--- src/rtl/core/trd_pkg.sv ---
// Shared types and constants for the thumbstick radial dead zone pipeline.
// No dependencies.
package trd_pkg;

    localparam int FRACTION_BITS_DEF = 15;
    localparam int DIV_STEPS = 17;
    localparam int DIV_LANES = 3;
    localparam int LANE_X = 0;
    localparam int LANE_Y = 1;
    localparam int LANE_S = 2;

    localparam logic [14:0] DEAD_ZONE_RESET = 15'd7849;
    localparam logic [14:0] FULL_RAW = 15'd32767;
    localparam logic signed [32:0] HALF_ROOT_Q30 = 33'sd759250124;

    typedef enum logic [2:0] {
        HEAD_NONE  = 3'd0,
        HEAD_UP    = 3'd1,
        HEAD_DOWN  = 3'd2,
        HEAD_LEFT  = 3'd3,
        HEAD_RIGHT = 3'd4
    } heading_t;

    typedef struct packed {
        logic signed [15:0] x;
        logic signed [15:0] y;
        logic live;
    } trd_samp_t;

    typedef struct packed {
        logic x_neg;
        logic y_neg;
        logic root_zero;
        logic s_full;
        logic s_zero;
    } trd_flags_t;

endpackage

--- src/rtl/core/trd_sqrt.sv ---
// Pipelined digit-by-digit square root, one result bit per stage.
// Depends on trd_pkg.
module trd_sqrt
    import trd_pkg::*;
#(
    parameter int FRACTION_BITS = FRACTION_BITS_DEF,
    localparam int RW = 16 + FRACTION_BITS
) (
    input  logic          aclk,
    input  logic          aresetn,
    input  logic          en,
    input  logic          in_valid,
    input  logic [31:0]   m2,
    input  trd_samp_t     in_samp,
    output logic          out_valid,
    output logic [RW-1:0] root,
    output trd_samp_t     out_samp
);

    logic [RW+2:0] rem_st  [0:RW];
    logic [RW-1:0] root_st [0:RW];
    logic [31:0]   rad_st  [0:RW];
    logic          v_st    [0:RW];
    trd_samp_t     samp_st [0:RW];

    assign rem_st[0]  = '0;
    assign root_st[0] = '0;
    assign rad_st[0]  = m2;
    assign v_st[0]    = in_valid;
    assign samp_st[0] = in_samp;

    for (genvar k = 0; k < RW; k++) begin : g_stage
        logic [RW+2:0] rem_sh;
        logic [RW+2:0] trial;
        logic          ge;
        logic [RW+2:0] rem_next;
        logic [RW-1:0] root_next;

        always_comb begin
            rem_sh    = {rem_st[k][RW:0], rad_st[k][31:30]};
            trial     = {1'b0, root_st[k], 2'b01};
            ge        = rem_sh >= trial;
            rem_next  = ge ? rem_sh - trial : rem_sh;
            root_next = {root_st[k][RW-2:0], ge};
        end

        always_ff @(posedge aclk) begin
            if (!aresetn) begin
                v_st[k+1] <= 1'b0;
            end else if (en) begin
                v_st[k+1] <= v_st[k];
            end
            if (en) begin
                rem_st[k+1]  <= rem_next;
                root_st[k+1] <= root_next;
                rad_st[k+1]  <= {rad_st[k][29:0], 2'b00};
                samp_st[k+1] <= samp_st[k];
            end
        end
    end

    assign out_valid = v_st[RW];
    assign root      = root_st[RW];
    assign out_samp  = samp_st[RW];

endmodule

--- config.mk ---
export PLATFORM = sky130hd
export DESIGN_NAME = trd_sqrt
export DESIGN_NICKNAME = d
export VERILOG_FILES = /design/src/rtl/core/trd_pkg.sv /design/src/rtl/core/trd_sqrt.sv
export SDC_FILE = /design/constraint.sdc
export NUM_CORES = 2
export LEC_CHECK = 0
export BUFFER_PORTS_ARGS = -buffer_cell sky130_fd_sc_hd__buf_2
export CAP_MARGIN = 10
export CELL_PAD_IN_SITES_DETAIL_PLACEMENT = 0
export CELL_PAD_IN_SITES_GLOBAL_PLACEMENT = 1
export CORE_MARGIN = 10
export CORE_UTILIZATION = 35
export DETAILED_ROUTE_END_ITERATION = 10
export PLACE_DENSITY_LB_ADDON = 0.1
export SETUP_SLACK_MARGIN = 0.05
export SLEW_MARGIN = 20
export SYNTH_ARGS = -nofsm -noshare
export SYNTH_HDL_FRONTEND = slang
export SYNTH_SLANG_ARGS = --single-unit
--- constraint.sdc ---
create_clock -name aclk -period 9.1 [get_ports aclk]
set_clock_uncertainty 0.15 [all_clocks]
set_input_delay 1.82 -clock aclk [delete_from_list [all_inputs] [get_ports aclk]]
set_output_delay 1.82 -clock aclk [all_outputs]
set_load 0.02 [all_outputs]
* Yosys cells after proc, flatten, opt, wreduce, memory -nomap -nowiden
Index checks and enable logic that the tools add are counted. W data, S select, Z words.
Word-level totals: input bits 69, register bits after elaboration 2721
Operators by class: muxes and demuxes 30, $lt $le $gt $ge 31, $add $sub $neg 30
Operators by type and width (count):
- $mux W32 | 29
- $ge A34 B10 Y1 | 1
- $ge A34 B11 Y1 | 1
- $ge A34 B12 Y1 | 1
- $ge A34 B13 Y1 | 1
- $ge A34 B14 Y1 | 1
- $ge A34 B15 Y1 | 1
- $ge A34 B16 Y1 | 1
- $ge A34 B17 Y1 | 1
- $ge A34 B18 Y1 | 1
- $ge A34 B19 Y1 | 1
- $ge A34 B20 Y1 | 1
- $ge A34 B21 Y1 | 1
- $ge A34 B22 Y1 | 1
- $ge A34 B23 Y1 | 1
- $ge A34 B24 Y1 | 1
- $ge A34 B25 Y1 | 1
- $ge A34 B26 Y1 | 1
- $ge A34 B27 Y1 | 1
- $ge A34 B28 Y1 | 1
- $ge A34 B29 Y1 | 1
- $ge A34 B3 Y1 | 1
- $ge A34 B30 Y1 | 1
- $ge A34 B31 Y1 | 1
- other kinds (39) | 39

* Longest topological paths before layout
depth after elaboration 2, gate-level depth with buffers 15, mapped depth without buffers 15

* Worst setup path before layout
OpenSTA, ideal clock, no wires.
path kind register to register, start point reg root_st (netlist bit g_stage[28].root_next[1]), end point reg rem_st (netlist bit g_stage[29].rem_sh[18]), data pin, stages on the path, launching flop included 15, data arrival time 3158 ps, slack 5521 ps, path buffers 2, period minus slack after synthesis 3579 ps, setup time 271 ps, cells stage by stage edfxtp_1 -> inv_1 -> ha_1 -> inv_1 -> fa_1 -> nand2b_1 -> a21oi_1 -> a21oi_1 -> o21ai_0 -> a31o_2 -> o221ai_1 -> o2111ai_1 -> clkbuf_1 -> clkbuf_1 -> a21oi_1
Between the ends: word-level cells in the longest chain between the ends 2, elaborated cells on any way between the ends 3, those cells by class 1 x add/sub; 1 x order compare; 1 x mux
Ends and longest elaborated chain:
- start: declaration | line trd_sqrt.sv:21 | logic [RW-1:0] root_st [0:RW];
- start signal: indexed assignment | line trd_sqrt.sv:55 | root_st[k+1] <= root_next;
- $ge A34 B30 Y1 | line trd_sqrt.sv:42 | ge = rem_sh >= trial;
- via g_stage[28].ge | line trd_sqrt.sv:35 | logic ge;
- $mux W32 | line trd_sqrt.sv:43 | rem_next = ge ? rem_sh - trial : rem_sh;
- via g_stage[28].rem_next[16] | line trd_sqrt.sv:36 | logic [RW+2:0] rem_next;
- end signal: indexed assignment | line trd_sqrt.sv:54 | rem_st[k+1] <= rem_next;
- end: declaration | line trd_sqrt.sv:20 | logic [RW+2:0] rem_st [0:RW];
The timed path passes the listed nets, and every way through them passes these cells. A chain may end at the register's enable or synchronous reset.

* Final worst setup path
start point reg rem_st (netlist bit g_stage[20].rem_sh[2]), end point reg rem_st (netlist bit g_stage[21].rem_sh[31]), data pin
Between the ends: word-level cells in the longest chain between the ends 2, elaborated cells on any way between the ends 3, those cells by class 1 x add/sub; 1 x order compare; 1 x mux
Ends and longest elaborated chain (line):
- $sub A32 B22 Y32 or $ge A34 B22 Y1 (tied branches) | trd_sqrt.sv:43, trd_sqrt.sv:42
- $mux W32 (*) | trd_sqrt.sv:43
- via g_stage[20].rem_next[29] | trd_sqrt.sv:36
The timed path passes the listed nets; every way through them passes the cells marked *.

==> impl_results.md <==
- Status: finished clean
- Psw: 9.02 mW
- Routed vias/inst: 4.81
- Mapped Nets: 9059
- Start point of the worst hold path: samp_st[50]
- Placed Cells: 12897
- DRC Markers: 0
- WL/cell: 17.4 µm
- Hold EP: out_samp[17]
- Via count: 64884
- Top cells by area, synth: edfxtp_1 (68%), ha_1 (5.3%), xor2_1 (3.0%)
- Longest Clk Path Bufs: 4
- Primary FF master, synth: edfxtp_1
- Hold buffers post-CTS: 0
- Rows: 212
- R2R depth: 14
- Cts bufs inserted: 320
- Reg power frac: 0.479
- Cell Area, Synth: 117000 µm²
- Die width: 599 µm
- Async set-reset flop share out of synthesis: 0
- Post-DP HPWL: 161000 µm
- Critical Path Sink Type: register
- Clock latency on the worst-skew pair: 0.90 ns
- Min Tclk post-route: 5.09 ns
- RSZ-0062 raised after global routing: no
- Area of the multi-input gates: 33700 µm²
- Slew Limit Fails: 0
- Placer Congestion: 0.863
- Flop-to-flop setup slack: 4.01 ns
- Final nets: 9415
- # Max-Cap Violations: 0
- Critical Setup Path Class: reg -> reg
- Grt ovf: 0
- Max Fanout on Critical Path: 28
- CTS tree: built
- CTS root buf: clkbuf_16
- Arr. time, crit path: 5.53 ns
- Die ar.: 359000 µm²
- IO Pins: 134
- F_max: 0.196 GHz
- EDFF count, synth: 2659
- Pleak: 49.5 nW
- Synth area leader: edfxtp_1
- DRT antenna net count: 0
- Worst hold stages: 0
- Synth warn: 0
- Initial Util: 0.351
- Yosys reg bits: 2690
- Reg area: 80500 µm²
- Sw Ratio: 0.266
- Vias in the first global route: 65103
- Die height: 599 µm
- Port-buffer cells: 133
- Worst hold path type: reg -> reg
- Peak supply drop: 148 µV
- Int Pwr: 24.9 mW
- First DRT Iteration DRCs: 4206
- Largest net degree at the start of global routing: 178
- Power density over cell area: 254 nW/µm²
- R2r startpoint: g_stage[20].rem_sh[2]
- Clock share of power: 0.366
- Yosys top cell area share: 0.681
- H-tree lvl count: 5
- Actual slew at the worst max-slew pin: 1.07 ns
- Final Hold Viols: 0
- Syn avg cell area: 13.8 µm²
- Sequential area share after synthesis: 0.686
- TNS Setup: 0 ns
- Yosys cell types: 93
- Initial antenna violation count: 4
- Slew HR: 0.271
- # clock sinks: 2690
- CORE AREA: 334000 µm²
- Cell Count, Final, Fillers Out: 13481
- First-pass GRT wire length: 371000 µm
- Total detailed-routing wirelength: 235000 µm
- Gates resized, CTS repair: 0
- Gate power share: 0.155
- Gate Count Post-Synth: 8477
- Share of layout cells above drive strength 1: 0.0868
- Endpoints failing setup: 0
- Area Growth Syn to Fin: 14.0%
- Worst setup SP type: register
- Fillers: 30939
- Tot GR Track Use: 0.128
- Post-CTS setup buffers: 0
- 1st-pass router iterations: 5
- Tcrit/Tclk final: 0.559
- Worst-path clk slew: 0.06 ns
- CP required: 9.54 ns
- Worst R2R End: g_stage[21].rem_sh[31]
[power by group through the flow]
stage / Combinational, mW / Sequential [mW] / Clock, mW
6_report: 5.24 / 16.2 / 12.4
5_1_grt: 5.96 / 16.4 / 13.4
4_1_cts: 5.28 / 16.3 / 13.0
3_5_place_dp: 5.24 / 16.5 / 0
3_3_place_gp: 5.21 / 16.5 / 0
2_1_floorplan: 3.86 / 16.1 / 0
[cells by family after synthesis]
group / count (synthesis) / synth area share
adder cells (fa/ha/maj): 513 / 0.0556
XOR/XNOR: 699 / 0.0522
other: 1 / 0.0000320
AND/OR/NAND/NOR: 2052 / 0.0863
multiplexers: 78 / 0.00708
flip-flops: 2690 / 0.686
buffers and inverters: 827 / 0.0276
AO/OA/AOI/OAI: 1617 / 0.0849
[cells in the final DEF, fill, tap and decap left out, types with 55 or more instances in the layout]
| master | instances |
|---|---|
| nor2_1 | 478 |
| edfxtp_1 | 2659 |
| buf_2 | 132 |
| a21oi_1 | 424 |
| o21ai_0 | 509 |
| xor2_1 | 404 |
| o21a_1 | 80 |
| a211oi_1 | 58 |
| nand2b_1 | 111 |
| xnor2_1 | 295 |
| clkinv_1 | 55 |
| clkbuf_16 | 326 |
| nand3_1 | 97 |
| or3_1 | 92 |
| nand2_1 | 616 |
| nor3_1 | 166 |
| nor4_1 | 94 |
| a21o_1 | 189 |
| or4_1 | 56 |
| o31ai_1 | 66 |
| ha_1 | 499 |
| nor2b_1 | 91 |
| clkbuf_1 | 70 |
| inv_1 | 662 |
[flip-flops by register name, indices dropped and copies added (netlist names)]
register,flops
out_samp,33
samp_st,990
g_stage.root_next,465
rad_st,210
root,31
v_st,30
g_stage.rem_sh,930
out_valid,1
[area by class of cell]
type                            instances  area share
Inverter                              667      0.0187
Antenna cell                            3   0.0000562
Clock buffer                          398      0.0632
Tap cell                             4387      0.0411
Sequential cell                      2690       0.602
Multi-Input combinational cell       4960       0.252
Clock inverter                        182      0.0133
Timing Repair Buffer                  194     0.00973
[critical path: stages (launching register included)]
cell       delay, ns
edfxtp_1        0.43
ha_1            0.24
inv_1           0.07
fa_1            0.19
nand2b_1        0.16
a21oi_1         0.11
a2111oi_0       0.84
o22ai_1         0.40
a21o_1          0.32
nor2_1          0.13
buf_4           0.26
clkinv_1        0.70
nand2b_1        0.50
nor4b_1         0.11
xor2_1          0.17
[synthesized netlist by cell type (all sizes together), types with 9 or more instances]
| cell | n |
|---|---|
| nor3 | 169 |
| o31ai | 67 |
| a21o | 189 |
| nand3b | 18 |
| inv | 664 |
| xnor2 | 295 |
| nor2b | 92 |
| o21bai | 39 |
| mux2i | 38 |
| o311ai | 11 |
| xor2 | 404 |
| and3 | 37 |
| nor4 | 99 |
| nand4b | 9 |
| fa | 14 |
| o31a | 11 |
| ha | 499 |
| and2 | 26 |
| o41ai | 16 |
| buf | 50 |
| nor4b | 14 |
| a31oi | 45 |
| a21boi | 18 |
| nor2 | 482 |
| or3 | 97 |
| clkbuf | 110 |
| nand4 | 50 |
| a211o | 12 |
| nor3b | 16 |
| edfxtp | 2659 |
| nand2 | 616 |
| or4 | 60 |
| a21oi | 425 |
| a2111oi | 18 |
| mux2 | 40 |
| nand2b | 111 |
| o21a | 80 |
| or2 | 38 |
| o21ai | 512 |
| o211ai | 36 |
| dfxtp | 31 |
| o22ai | 11 |
| a211oi | 61 |
| nand3 | 98 |
[metal layers]
layer | vias to the layer above | wire, µm | track usage
li1 | 32142 | - | -
met3 | 424 | 9090 | 0.0191
met1 | 31281 | 115000 | 0.182
met2 | 1037 | 105000 | 0.201
met5 | - | 0 | 0
met4 | 0 | 6690 | 0.0387
[worst max-delay path by stage]
stage,start,end,depth (start not counted)
6_report,g_stage[20].rem_sh[2],g_stage[21].rem_sh[31],14
5_1_grt,g_stage[20].rem_sh[2],g_stage[21].rem_sh[31],14
4_1_cts,g_stage[20].rem_sh[2],g_stage[21].rem_sh[31],14
3_5_place_dp,g_stage[20].rem_sh[2],g_stage[21].rem_sh[31],14
3_3_place_gp,g_stage[20].rem_sh[2],g_stage[21].rem_sh[31],14
2_1_floorplan,g_stage[28].root_next[1],g_stage[29].rem_sh[18],14
[metrics by stage]
step	setup WS (ns)	cell area [µm²]	total power, mW	util	hold slack, ns
finish	4.01	134000	33.9	0.401	0.226
global route	3.44	134000	35.8	0.401	0.227
CTS	3.88	134000	34.5	0.400	0.211
detailed placement	3.96	123000	21.7	0.370	0.255
global placement	3.95	123000	21.7	0.370	0.250
floorplan	5.52	117000	19.9	-	0.250
No activity file was read; power rests on OpenSTA's default activity.
